==> config.mk <==
export PLATFORM = sky130hd
export DESIGN_NAME = piecewise_linear_step_position_map
export DESIGN_NICKNAME = d
export VERILOG_FILES = /design/src/hw/rtl/plwm_pkg.sv /design/src/hw/rtl/piecewise_linear_step_position_map.sv /design/src/hw/rtl/plwm_div.sv
export SDC_FILE = /design/constraint.sdc
export NUM_CORES = 2
export LEC_CHECK = 0
export BUFFER_PORTS_ARGS = -buffer_cell sky130_fd_sc_hd__buf_2
export CAP_MARGIN = 20
export CORE_AREA = 8 8 429 431
export DETAILED_ROUTE_END_ITERATION = 7
export DIE_AREA = 0 0 437 439
export GPL_ROUTABILITY_DRIVEN = 0
export SYNTH_ARGS = -nofsm -noshare
export SYNTH_HDL_FRONTEND = slang
export SYNTH_HIERARCHICAL = 1
export SYNTH_SLANG_ARGS = --single-unit
==> constraint.sdc <==
create_clock -name clk -period 22.1 [get_ports clk]
set_input_delay 2.21 -clock clk [delete_from_list [all_inputs] [get_ports clk]]
set_output_delay 2.21 -clock clk [all_outputs]
set_load 0.05 [all_outputs]
==> src/hw/rtl/plwm_pkg.sv <==
// shared types and constants for the piecewise-linear step/position map
// no dependencies
package plwm_pkg;

  localparam int SEGMENTS  = 16;
  localparam int SEG_IDX_W = $clog2(SEGMENTS);
  localparam int K_W       = $clog2(SEGMENTS + 1);

  localparam int LEN_W = 24;
  localparam int INC_W = 24;
  localparam int DVD_W = 48;
  localparam int QUO_W = DVD_W;

  localparam logic [1:0] OP_WRITE = 2'd0;
  localparam logic [1:0] OP_S2P   = 2'd1;
  localparam logic [1:0] OP_P2S   = 2'd2;
  localparam logic [1:0] OP_NOP   = 2'd3;

  typedef struct packed {
    logic [1:0]         opcode;
    logic [3:0]         entry_index;
    logic [INC_W-1:0]   entry_increment;
    logic signed [23:0] step_count_in;
    logic signed [31:0] from_position;
    logic signed [31:0] to_position;
  } plwm_in_t;

  typedef struct packed {
    logic signed [31:0] axis_position;
    logic [31:0]        steps_needed;
    logic               overflow;
  } plwm_out_t;

  typedef struct packed {
    logic             start;
    logic [DVD_W-1:0] dividend;
    logic [INC_W-1:0] divisor;
  } plwm_div_req_t;

endpackage

==> src/hw/rtl/piecewise_linear_step_position_map.sv <==
// piecewise-linear step/position map: sequencer, increment table and output beat
// depends on plwm_pkg and plwm_div
// flow: write and no-op beats go straight to the finish state; a conversion
// runs one serial division per table segment visited, and a step-to-position
// conversion then adds a shift-add remainder multiply if a remainder is left;
// one beat at a time, in_stall holds new beats until the result beat is taken
// reset: synchronous active-low, segment length returns to 65536, the table is
// left as is (undefined until written)
module piecewise_linear_step_position_map (
  input  logic                clk,
  input  logic                rst_n,
  input  logic                in_valid,
  output logic                in_stall,
  input  plwm_pkg::plwm_in_t  in_data,
  output logic                out_valid,
  input  logic                out_stall,
  output plwm_pkg::plwm_out_t out_data,
  input  logic                cfg_wr_en,
  input  logic [23:0]         cfg_wr_data
);
  import plwm_pkg::*;

  // sequencer codes
  localparam logic [2:0] S_IDLE = 3'd0;
  localparam logic [2:0] S_SEG  = 3'd1;  // pick next segment, launch division
  localparam logic [2:0] S_DIV  = 3'd2;  // wait for quotient
  localparam logic [2:0] S_REM  = 3'd3;  // remainder of a step conversion
  localparam logic [2:0] S_MUL  = 3'd4;  // shift-add remainder times increment
  localparam logic [2:0] S_FIN  = 3'd5;  // saturate, sign, load output beat

  logic [2:0] state_r, state_nxt;

  // configuration and table
  logic [LEN_W-1:0] seg_len_r;
  logic [INC_W-1:0] inc_table_r [SEGMENTS];

  // per-beat working registers
  logic [1:0]       op_r;
  logic             neg_r;
  logic [31:0]      target_r;   // step magnitude with 8 fraction bits
  logic [31:0]      lo_end_r, hi_end_r;
  logic [K_W-1:0]   k_r, k_nxt;
  logic [32:0]      s0_r, s0_nxt;     // start of segment k
  logic [31:0]      acc_r, acc_nxt;   // accumulated whole-segment steps
  logic [47:0]      pos_r, pos_nxt;
  logic [51:0]      total_r, total_nxt;
  logic [55:0]      prod_r, prod_nxt;
  logic [55:0]      mcand_r, mcand_nxt;
  logic [INC_W-1:0] mpl_r, mpl_nxt;
  logic [4:0]       mul_cnt_r, mul_cnt_nxt;

  logic      out_valid_r;
  plwm_out_t out_data_r;

  logic            accept;
  logic            last_seg;
  logic [SEG_IDX_W-1:0] kc;
  logic [INC_W-1:0] inc_k;
  logic [32:0]     s1, lo, hi;
  logic [31:0]     span;
  logic [48:0]     sum;
  logic [31:0]     rem;
  logic [40:0]     frac_pos;
  logic [6:0]      widx_ext;
  logic [SEG_IDX_W-1:0] widx;
  logic [23:0]     step_mag;
  logic [31:0]     mag_from, mag_to;
  logic [31:0]     pos_sat;
  logic            pos_ovf, tot_ovf;
  plwm_out_t       fin_data;

  plwm_div_req_t div_req;
  logic          div_done;
  logic [QUO_W-1:0] div_q;

  plwm_div u_div (
    .clk     (clk),
    .rst_n   (rst_n),
    .req     (div_req),
    .done    (div_done),
    .quotient(div_q)
  );

  assign accept   = in_valid && !in_stall;
  assign in_stall = (state_r != S_IDLE) || out_valid_r;

  // table read at segment k, clamped past the end; a zero entry acts as 1
  assign kc    = (k_r >= K_W'(SEGMENTS)) ? SEG_IDX_W'(SEGMENTS - 1) : k_r[SEG_IDX_W-1:0];
  assign inc_k = (inc_table_r[kc] == '0) ? INC_W'(1) : inc_table_r[kc];

  // write index clamp
  assign widx_ext = 7'(in_data.entry_index);
  assign widx     = (widx_ext >= 7'(SEGMENTS)) ? SEG_IDX_W'(SEGMENTS - 1)
                                               : widx_ext[SEG_IDX_W-1:0];

  // input magnitudes
  assign step_mag = in_data.step_count_in[23] ? 24'(-in_data.step_count_in)
                                              : in_data.step_count_in;
  assign mag_from = in_data.from_position[31] ? 32'(-in_data.from_position)
                                              : in_data.from_position;
  assign mag_to   = in_data.to_position[31] ? 32'(-in_data.to_position)
                                            : in_data.to_position;

  // clipped span of segment k, the last one runs open-ended
  assign last_seg = (k_r == K_W'(SEGMENTS - 1));
  assign s1   = s0_r + 33'(seg_len_r);
  assign lo   = ({1'b0, lo_end_r} > s0_r) ? {1'b0, lo_end_r} : s0_r;
  assign hi   = (last_seg || ({1'b0, hi_end_r} < s1)) ? {1'b0, hi_end_r} : s1;
  assign span = 32'(hi - lo);

  assign sum      = 49'(acc_r) + 49'(div_q);
  assign rem      = target_r - acc_r;
  assign frac_pos = 41'((57'(prod_r) + 57'd32768) >> 16);

  // final saturation and sign
  always_comb begin
    pos_ovf = pos_r > 48'h7FFF_FFFF;
    pos_sat = pos_ovf ? 32'h7FFF_FFFF : pos_r[31:0];
    tot_ovf = total_r > 52'hFFFF_FFFF;
    fin_data = '0;
    unique case (op_r)
      OP_S2P: begin
        fin_data.axis_position = neg_r ? 32'(-pos_sat) : pos_sat;
        fin_data.overflow      = pos_ovf;
      end
      OP_P2S: begin
        fin_data.steps_needed = tot_ovf ? 32'hFFFF_FFFF : total_r[31:0];
        fin_data.overflow     = tot_ovf;
      end
      default: fin_data = '0;
    endcase
  end

  // sequencer
  always_comb begin
    state_nxt   = state_r;
    k_nxt       = k_r;
    s0_nxt      = s0_r;
    acc_nxt     = acc_r;
    pos_nxt     = pos_r;
    total_nxt   = total_r;
    prod_nxt    = prod_r;
    mcand_nxt   = mcand_r;
    mpl_nxt     = mpl_r;
    mul_cnt_nxt = mul_cnt_r;
    div_req     = '0;
    div_req.divisor = inc_k;
    unique case (state_r)
      S_IDLE: begin
        if (accept) begin
          k_nxt     = '0;
          s0_nxt    = '0;
          acc_nxt   = '0;
          pos_nxt   = '0;
          total_nxt = '0;
          state_nxt = (in_data.opcode == OP_S2P || in_data.opcode == OP_P2S) ? S_SEG
                                                                             : S_FIN;
        end
      end
      S_SEG: begin
        if (op_r == OP_S2P) begin
          if (k_r == K_W'(SEGMENTS)) begin
            state_nxt = S_REM;
          end else begin
            div_req.start    = 1'b1;
            div_req.dividend = DVD_W'({seg_len_r, 16'h0});
            state_nxt        = S_DIV;
          end
        end else if (hi > lo) begin
          div_req.start    = 1'b1;
          div_req.dividend = DVD_W'({span, 16'h0});
          state_nxt        = S_DIV;
        end else if (last_seg) begin
          state_nxt = S_FIN;
        end else begin
          k_nxt  = k_r + 1'b1;
          s0_nxt = s1;
        end
      end
      S_DIV: begin
        if (div_done) begin
          if (op_r == OP_S2P) begin
            if (sum >= 49'(target_r)) begin
              state_nxt = S_REM;
            end else begin
              acc_nxt   = sum[31:0];
              pos_nxt   = pos_r + 48'(seg_len_r);
              k_nxt     = k_r + 1'b1;
              state_nxt = S_SEG;
            end
          end else begin
            total_nxt = total_r + 52'(div_q);
            if (last_seg) begin
              state_nxt = S_FIN;
            end else begin
              k_nxt     = k_r + 1'b1;
              s0_nxt    = s1;
              state_nxt = S_SEG;
            end
          end
        end
      end
      S_REM: begin
        if (rem == '0) begin
          state_nxt = S_FIN;
        end else begin
          prod_nxt    = '0;
          mcand_nxt   = 56'(rem);
          mpl_nxt     = inc_k;
          mul_cnt_nxt = 5'(INC_W);
          state_nxt   = S_MUL;
        end
      end
      S_MUL: begin
        if (mul_cnt_r == '0) begin
          pos_nxt   = pos_r + 48'(frac_pos);
          state_nxt = S_FIN;
        end else begin
          if (mpl_r[0]) prod_nxt = prod_r + mcand_r;
          mcand_nxt   = {mcand_r[54:0], 1'b0};
          mpl_nxt     = {1'b0, mpl_r[INC_W-1:1]};
          mul_cnt_nxt = mul_cnt_r - 1'b1;
        end
      end
      S_FIN: begin
        state_nxt = S_IDLE;
      end
      default: state_nxt = S_IDLE;
    endcase
  end

  always_ff @(posedge clk) begin
    if (!rst_n) begin
      state_r     <= S_IDLE;
      out_valid_r <= 1'b0;
      seg_len_r   <= LEN_W'(65536);
    end else begin
      state_r <= state_nxt;
      if (state_r == S_FIN) begin
        out_valid_r <= 1'b1;
      end else if (!out_stall) begin
        out_valid_r <= 1'b0;
      end
      if (cfg_wr_en) seg_len_r <= cfg_wr_data;
    end
    if (state_r == S_FIN) out_data_r <= fin_data;
    if (accept) begin
      op_r     <= in_data.opcode;
      neg_r    <= in_data.step_count_in[23];
      target_r <= {step_mag, 8'h0};
      lo_end_r <= (mag_from < mag_to) ? mag_from : mag_to;
      hi_end_r <= (mag_from < mag_to) ? mag_to : mag_from;
      if (in_data.opcode == OP_WRITE) inc_table_r[widx] <= in_data.entry_increment;
    end
    k_r       <= k_nxt;
    s0_r      <= s0_nxt;
    acc_r     <= acc_nxt;
    pos_r     <= pos_nxt;
    total_r   <= total_nxt;
    prod_r    <= prod_nxt;
    mcand_r   <= mcand_nxt;
    mpl_r     <= mpl_nxt;
    mul_cnt_r <= mul_cnt_nxt;
  end

  assign out_valid = out_valid_r;
  assign out_data  = out_data_r;

  // a quotient only arrives while the sequencer waits for one
  a_div_done_in_wait: assert property (@(posedge clk) disable iff (!rst_n)
    div_done |-> state_r == S_DIV)
    else $error("divider finished outside the wait state");

  // an accepted beat always leaves idle on the next cycle
  a_accept_leaves_idle: assert property (@(posedge clk) disable iff (!rst_n)
    accept |=> state_r != S_IDLE)
    else $error("accepted beat did not start the sequencer");

  // a result beat is loaded in the cycle after the finish state
  a_fin_loads_out: assert property (@(posedge clk) disable iff (!rst_n)
    state_r == S_FIN |=> out_valid_r)
    else $error("finish state did not load the result beat");

  // the step walk never goes past one slot beyond the table
  a_k_bound: assert property (@(posedge clk) disable iff (!rst_n)
    state_r != S_IDLE |-> k_r <= K_W'(SEGMENTS))
    else $error("segment counter out of range");

endmodule

==> src/hw/rtl/plwm_div.sv <==
// restoring divider, one quotient bit per cycle
// depends on plwm_pkg
module plwm_div (
  input  logic                   clk,
  input  logic                   rst_n,
  input  plwm_pkg::plwm_div_req_t req,
  output logic                   done,
  output logic [plwm_pkg::QUO_W-1:0] quotient
);
  import plwm_pkg::*;

  localparam int CNT_W = $clog2(DVD_W + 1);

  logic [DVD_W-1:0] dvd_r, dvd_nxt;
  logic [INC_W-1:0] rem_r, rem_nxt;
  logic [INC_W-1:0] dsr_r;
  logic [CNT_W-1:0] cnt_r, cnt_nxt;
  logic             busy_r, busy_nxt;
  logic             done_r, done_nxt;
  logic [INC_W:0]   trial;
  logic             ge;

  always_comb begin
    trial    = {rem_r, dvd_r[DVD_W-1]};
    ge       = trial >= {1'b0, dsr_r};
    dvd_nxt  = dvd_r;
    rem_nxt  = rem_r;
    cnt_nxt  = cnt_r;
    busy_nxt = busy_r;
    done_nxt = 1'b0;
    if (req.start) begin
      dvd_nxt  = req.dividend;
      rem_nxt  = '0;
      cnt_nxt  = CNT_W'(DVD_W);
      busy_nxt = 1'b1;
    end else if (busy_r) begin
      rem_nxt = ge ? INC_W'(trial - {1'b0, dsr_r}) : trial[INC_W-1:0];
      dvd_nxt = {dvd_r[DVD_W-2:0], ge};
      cnt_nxt = cnt_r - 1'b1;
      if (cnt_r == CNT_W'(1)) begin
        busy_nxt = 1'b0;
        done_nxt = 1'b1;
      end
    end
  end

  always_ff @(posedge clk) begin
    if (!rst_n) begin
      busy_r <= 1'b0;
      done_r <= 1'b0;
      cnt_r  <= '0;
    end else begin
      busy_r <= busy_nxt;
      done_r <= done_nxt;
      cnt_r  <= cnt_nxt;
    end
    dvd_r <= dvd_nxt;
    rem_r <= rem_nxt;
    if (req.start) dsr_r <= req.divisor;
  end

  assign done     = done_r;
  assign quotient = dvd_r;

endmodule
## Yosys cells after proc, flatten, opt, wreduce, memory -nomap -nowiden

Memories as Yosys holds them, arrays and structs flattened.
Index checks and enable logic that the tools add are counted.

| word-level totals | value |
|---|---|
| word-level logic and storage cells | 198 |
| memory bits (writable) | 384 |
| output and inout bits | 67 |
| bits in registers | 599 |
| memories kept | 1 |
| input port bits | 147 |

| cells by class | value |
|---|---|
| mux-type cells | 88 |
| equal/unequal tests | 26 |
| $lt $le $gt $ge | 10 |
| bitwise operators | 2 |
| reductions and logical operators | 26 |
| add/subtract/negate cells | 17 |

Memory list:

| memory | words | bits a word | read ports | clocked after Yosys merged registers in | wr ports | line | text |
|---|---|---|---|---|---|---|---|
| inc_table_r | 16 | 24 | 1 | 0 | 1 | piecewise_linear_step_position_map.sv:35 | `logic [INC_W-1:0] inc_table_r [SEGMENTS];` |

Operator list:

| kind | number |
|---|---|
| two-way mux 32 bit | 11 |
| two-way mux 48 bit | 7 |
| two-way mux 56 bit | 5 |
| two-way mux 33 bit | 8 |
| one-hot mux 56 bit (2 select lines) | 2 |
| two-way mux 49 bit | 4 |
| two-way mux 52 bit | 3 |
| one-hot mux 48 bit (3 select lines) | 1 |
| one-hot mux 52 bit (2 select lines) | 1 |
| one-hot mux 33 bit (3 select lines) | 1 |
| two-way mux 24 bit | 4 |
| negation 32 bit | 3 |
| one-hot mux 32 bit (2 select lines) | 1 |
| subtractor 32 bit | 2 |
| adder 56 x 16 -> 57 bit, second input constant | 1 |
| adder 56 bit | 1 |
| adder 52 x 48 -> 52 bit | 1 |
| > comparator 52 x 32 -> 1 bit, second input constant | 1 |
| adder 32 x 48 -> 49 bit | 1 |
| greater-or-equal comparator 49 x 32 -> 1 bit | 1 |
| adder 48 x 24 -> 48 bit | 1 |
| adder 48 x 41 -> 48 bit | 1 |
| > comparator 48 x 31 -> 1 bit, second input constant | 1 |
| one-hot mux 24 bit (2 select lines) | 1 |
| other kinds (53) | 106 |

## Longest topological paths before layout

| logic depth | value |
|---|---|
| depth in word-level cells | 9 |
| gate-level depth with buffers | 42 |

## Modules after synthesis

The synthesis kept the hierarchy.

Modules (own cells, without submodules):

| module | times used | cells each | area each (um2) | sequential area each (um2) |
|---|---|---|---|---|
| piecewise_linear_step_position_map | 1 | 5419 | 55862.3 | 26115.0 |
| plwm_div | 1 | 527 | 5761.8 | 2802.7 |

## Worst setup path before layout

Ideal clock, no wire load.

| timing | value |
|---|---|
| kind | reg-to-reg |
| start point | register s0_r[0] |
| end point | register s0_r[0], enable pin |
| library setup time | 0.474 ns |
| path buffers | 2 |
| arrival time | 9.900 ns |
| period minus slack after synthesis | 10.373 ns |
| path slack | 11.727 ns |
| cell stages (with the launch flop) | 37 |
| cells stage by stage | edfxtp_1 > ha_1 > fa_1 > a211oi_1 > o21ai_0 > nand3b_1 > a211o_1 > a21boi_0 > o31ai_1 > a21boi_0 > or2_2 > clkbuf_1 > nand3_1 > xnor2_1 > ha_1 > a21o_1 > a21o_1 > a21oi_1 > o21ai_0 > a221o_1 > a31oi_1 > a2111oi_0 > o211ai_1 > clkbuf_1 > mux2_2 > ha_1 > a21o_1 > a21oi_1 > o21ai_0 > a311oi_1 > a21oi_1 > a211oi_1 > o221ai_1 > a21o_1 > nor2_1 > a21oi_1 > a211oi_1 |

| on the way | value |
|---|---|
| cells in the longest elaborated chain, start to end | 7 |

Ends and longest elaborated chain:

| element | line | text |
|---|---|---|
| from (decl) | piecewise_linear_step_position_map.sv:43 | `logic [32:0] s0_r, s0_nxt;` |
| from (signal assigned) | piecewise_linear_step_position_map.sv:256 | `s0_r <= s0_nxt;` |
| adder 33 x 24 -> 33 bit | piecewise_linear_step_position_map.sv:106 | `assign s1 = s0_r + 33'(seg_len_r);` |
| < comparator 32 x 33 -> 1 bit | piecewise_linear_step_position_map.sv:108 | `assign hi = (last_seg \|\| ({1'b0, hi_end_r} < s1)) ? {1'b0, hi_end_r} : s1;` |
| logical OR 1 bit | piecewise_linear_step_position_map.sv:108 |  |
| two-way mux 33 bit | piecewise_linear_step_position_map.sv:108 |  |
| > comparator 33 bit * | piecewise_linear_step_position_map.sv:169 | `end else if (hi > lo) begin` |
| inequality test 2 bit (no source line) * | -- |  |
| AND reduction 6 bit (no source line) * | -- |  |

Mark *: on every way between the ends. The rest lies on a longest branch, timed or not.
A chain may end at the register's enable or synchronous reset.

==> impl_metrics.json <==
{
  "dr.pass1.iters": 6,
  "synth_adder_area_share_pct": 8.67,
  "total_power_uw": 10500,
  "rr_startpoint": "s0_r[0]",
  "via_per_inst": 5.51,
  "grt_max_degree": 100,
  "root_buffer": "clkbuf_16",
  "period_minus_slack_ps": 11480,
  "synth_area_sq_um": 61600,
  "cp.required_ps": 22780,
  "ys_types": 95,
  "status": "complete, no violations",
  "ir_worst_vdd_uv": 100,
  "vias": 47200,
  "relSlewSlack_pct": 23.8,
  "critPathMaxFanout": 76,
  "nNetsFinal": 6671,
  "ff2ff_setup_slack_ps": 10620,
  "synth_edf_count": 923,
  "num_rows": 155,
  "totalWireLength_mm": 182,
  "yosys_most_used_dff": "edfxtp_1",
  "syn2layout_area_growth_pct": 12.4,
  "grt_pass1_vias": 45900,
  "die_area_sq_um": 192000,
  "arrival_ps": 12150,
  "dp_hpwl_mm": 131,
  "setup_tns_ps": 0,
  "die_h_um": 439,
  "drtIter0Drc": 3750,
  "cts_inserted_buffers": 110,
  "clock_skew_ps": 75.9,
  "synth_xor_area_share_pct": 5.44,
  "hold_path_class": "register to register",
  "async_flop_share_pct": 0,
  "cpMostUsedCell": "a21oi_1",
  "route.detailed.drc": 0,
  "wl_per_cell_um": 21.2,
  "clk_path_buf_depth": 3,
  "ys_warn_count": 6,
  "worst_pin_slew_ps": 1130,
  "final_cell_mix": "edfxtp_1, nor2_1, nand2_1",
  "htree_levels": 3,
  "p_leak_uw": 0.0269,
  "clock-sinks": 983,
  "synth_top_family_by_area": "compound AO/OA/AOI/OAI gates",
  "rr_worst_depth": 40,
  "post_route_cells_drive_above_1_share_pct": 10.2,
  "cap_violations": 0,
  "io_pins": 214,
  "hold_buffers": 0,
  "grt_pass1_wl_mm": 275,
  "path_clk_slew_ps": 70,
  "die_w_um": 437,
  "endpoint_kind": "register",
  "ys_seq_elements": 983,
  "fin_crit_sh_pct": 51.9,
  "rsz0062_at_grt": "no",
  "endpoint": "u_div/rem_r[2]",
  "grtUsageTotal_pct": 18.1,
  "syn_inst": 5946,
  "postCtsSetupBuffers": 0,
  "antenna_left": 0,
  "avgSynthCellArea_sq_um": 10.4,
  "core-area_sq_um": 177000,
  "yosys.area_share.simple_pct": 13.8,
  "finalSetupViolations": 0,
  "final_common_cell": "edfxtp_1",
  "synth_mux_area_share_pct": 6.19,
  "crit_path_start_kind": "register",
  "portBuffers": 213,
  "start_util_pct": 34.8,
  "powerDensity_nw_per_um2": 151,
  "r2r_end": "u_div/rem_r[2]",
  "critPathMaxStageDelay_ps": 660,
  "cts_tree": "yes",
  "critPathLaunch": "s0_r[0]",
  "worstSetupPathType": "register to register",
  "antenna_found_initial": 18,
  "finalHoldViolCount": 0,
  "synth_compound_area_share_pct": 15.6,
  "grt_overflow_total": 0,
  "fmax_mhz": 87.1,
  "maxSlewViolCount": 0,
  "post_cts_resized": 0,
  "ys_seq_area_share_pct": 46.9,
  "clock_latency_ps": 780,
  "critPathSlowestCell": "nand2_1"
}
## logic make-up after synthesis
group / after synthesis
adders and majority gates: 423
AOI/OAI and AO/OA: 1438
buffers and inverters: 533
and+or+nand+nor: 1813
other: 1
xor gates and xnor gates: 383
DFF: 983
muxes: 372
## critical path: cells and delay by family (launching register included)
kind	cells	cell delay [ps]
AOI/OAI and AO/OA	24	5060
and+or+nand+nor	7	2340
buffers and inverters	3	1640
adders and majority gates	4	1330
DFF	1	440
muxes	1	400
xor gates and xnor gates	1	150
## where the power goes
| group | total, uW | internal, uW | leakage [uW] | switching (uW) |
|---|---|---|---|---|
| combinational | 5510 | 2070 | 0.0160 | 3440 |
| clock | 1930 | 1120 | 0.00185 | 806 |
| sequential | 3060 | 2650 | 0.00904 | 409 |
## registers in the layout, summed over array words and instances, names as in the netlist, 32 cells and up
signal,count
total_r,52
acc_r,32
prod_r,56
s0_r,33
u_div/quotient,48
mcand_r,56
out_data,65
lo_end_r,32
inc_table_r,384
pos_r,48
hi_end_r,32
## metrics by stage
stage	utilization (%)	instances	area (sq um)	hold slack, ps	worst slack [ps]
after detailed placement	36.9	8345	65400	496	10950
after global routing	39.1	8564	69300	528	9680
after CTS	39.1	8555	69200	504	10810
after floorplan	-	5962	61700	461	11730
final	39.1	8567	69300	501	10620
after global placement	36.9	8345	65400	482	11140
## cells in the mapped netlist, types with 60 or more instances
| library cell | count | share of area, % |
|---|---|---|
| a21o_1 | 194 | 2.4 |
| a21oi_1 | 354 | 2.9 |
| and3_1 | 62 | 0.63 |
| clkbuf_1 | 206 | 1.3 |
| dfxtp_1 | 60 | 1.9 |
| edfxtp_1 | 923 | 45 |
| ha_1 | 414 | 8.4 |
| inv_1 | 285 | 1.7 |
| mux2_2 | 72 | 1.3 |
| mux2i_1 | 299 | 4.9 |
| nand2_1 | 498 | 3.0 |
| nand3_1 | 126 | 1.0 |
| nand4_1 | 81 | 0.82 |
| nor2_1 | 594 | 3.6 |
| nor2b_1 | 61 | 0.62 |
| nor3_1 | 91 | 0.74 |
| o21ai_0 | 259 | 2.1 |
| xnor2_1 | 200 | 2.8 |
| xor2_1 | 183 | 2.6 |
## final cells by class
cell class,instances,area [sq um]
fill,17300,108000
multi-input combinational,4446,30900
sequential,983,28900
tap,2355,2950
clock buffer,127,2850
timing repair buffer,275,1560
inverter,287,1080
clock inverter,83,1000
antenna,11,27.5
## per-layer routing
layer	GRT usage [%]	wire [um]	part of all wire, %	up-vias
met3	2.53	9020	5.0	328
met1	22.5	75900	42	22900
met4	7.19	7850	4.3	10
li1	-	-	-	22500
met5	0	60	0.033	-
met2	31.6	88900	49	1373
## worst min path at each step
| stage | start | slack (ps) | end | cells past startpoint |
|---|---|---|---|---|
| 5_1_grt | u_div/rem_r[14] | 530 | u_div/rem_r[14] | 2 |
| 3_5_place_dp | u_div/cnt_r[1] | 500 | u_div/cnt_r[1] | 2 |
| 6_report | u_div/rem_r[14] | 500 | u_div/rem_r[14] | 2 |
| 2_1_floorplan | u_div/rem_r[1] | 460 | u_div/rem_r[1] | 2 |
| 3_3_place_gp | u_div/cnt_r[1] | 480 | u_div/cnt_r[1] | 2 |
| 4_1_cts | u_div/cnt_r[1] | 500 | u_div/cnt_r[1] | 2 |
Power figures use the tool's default switching activity.
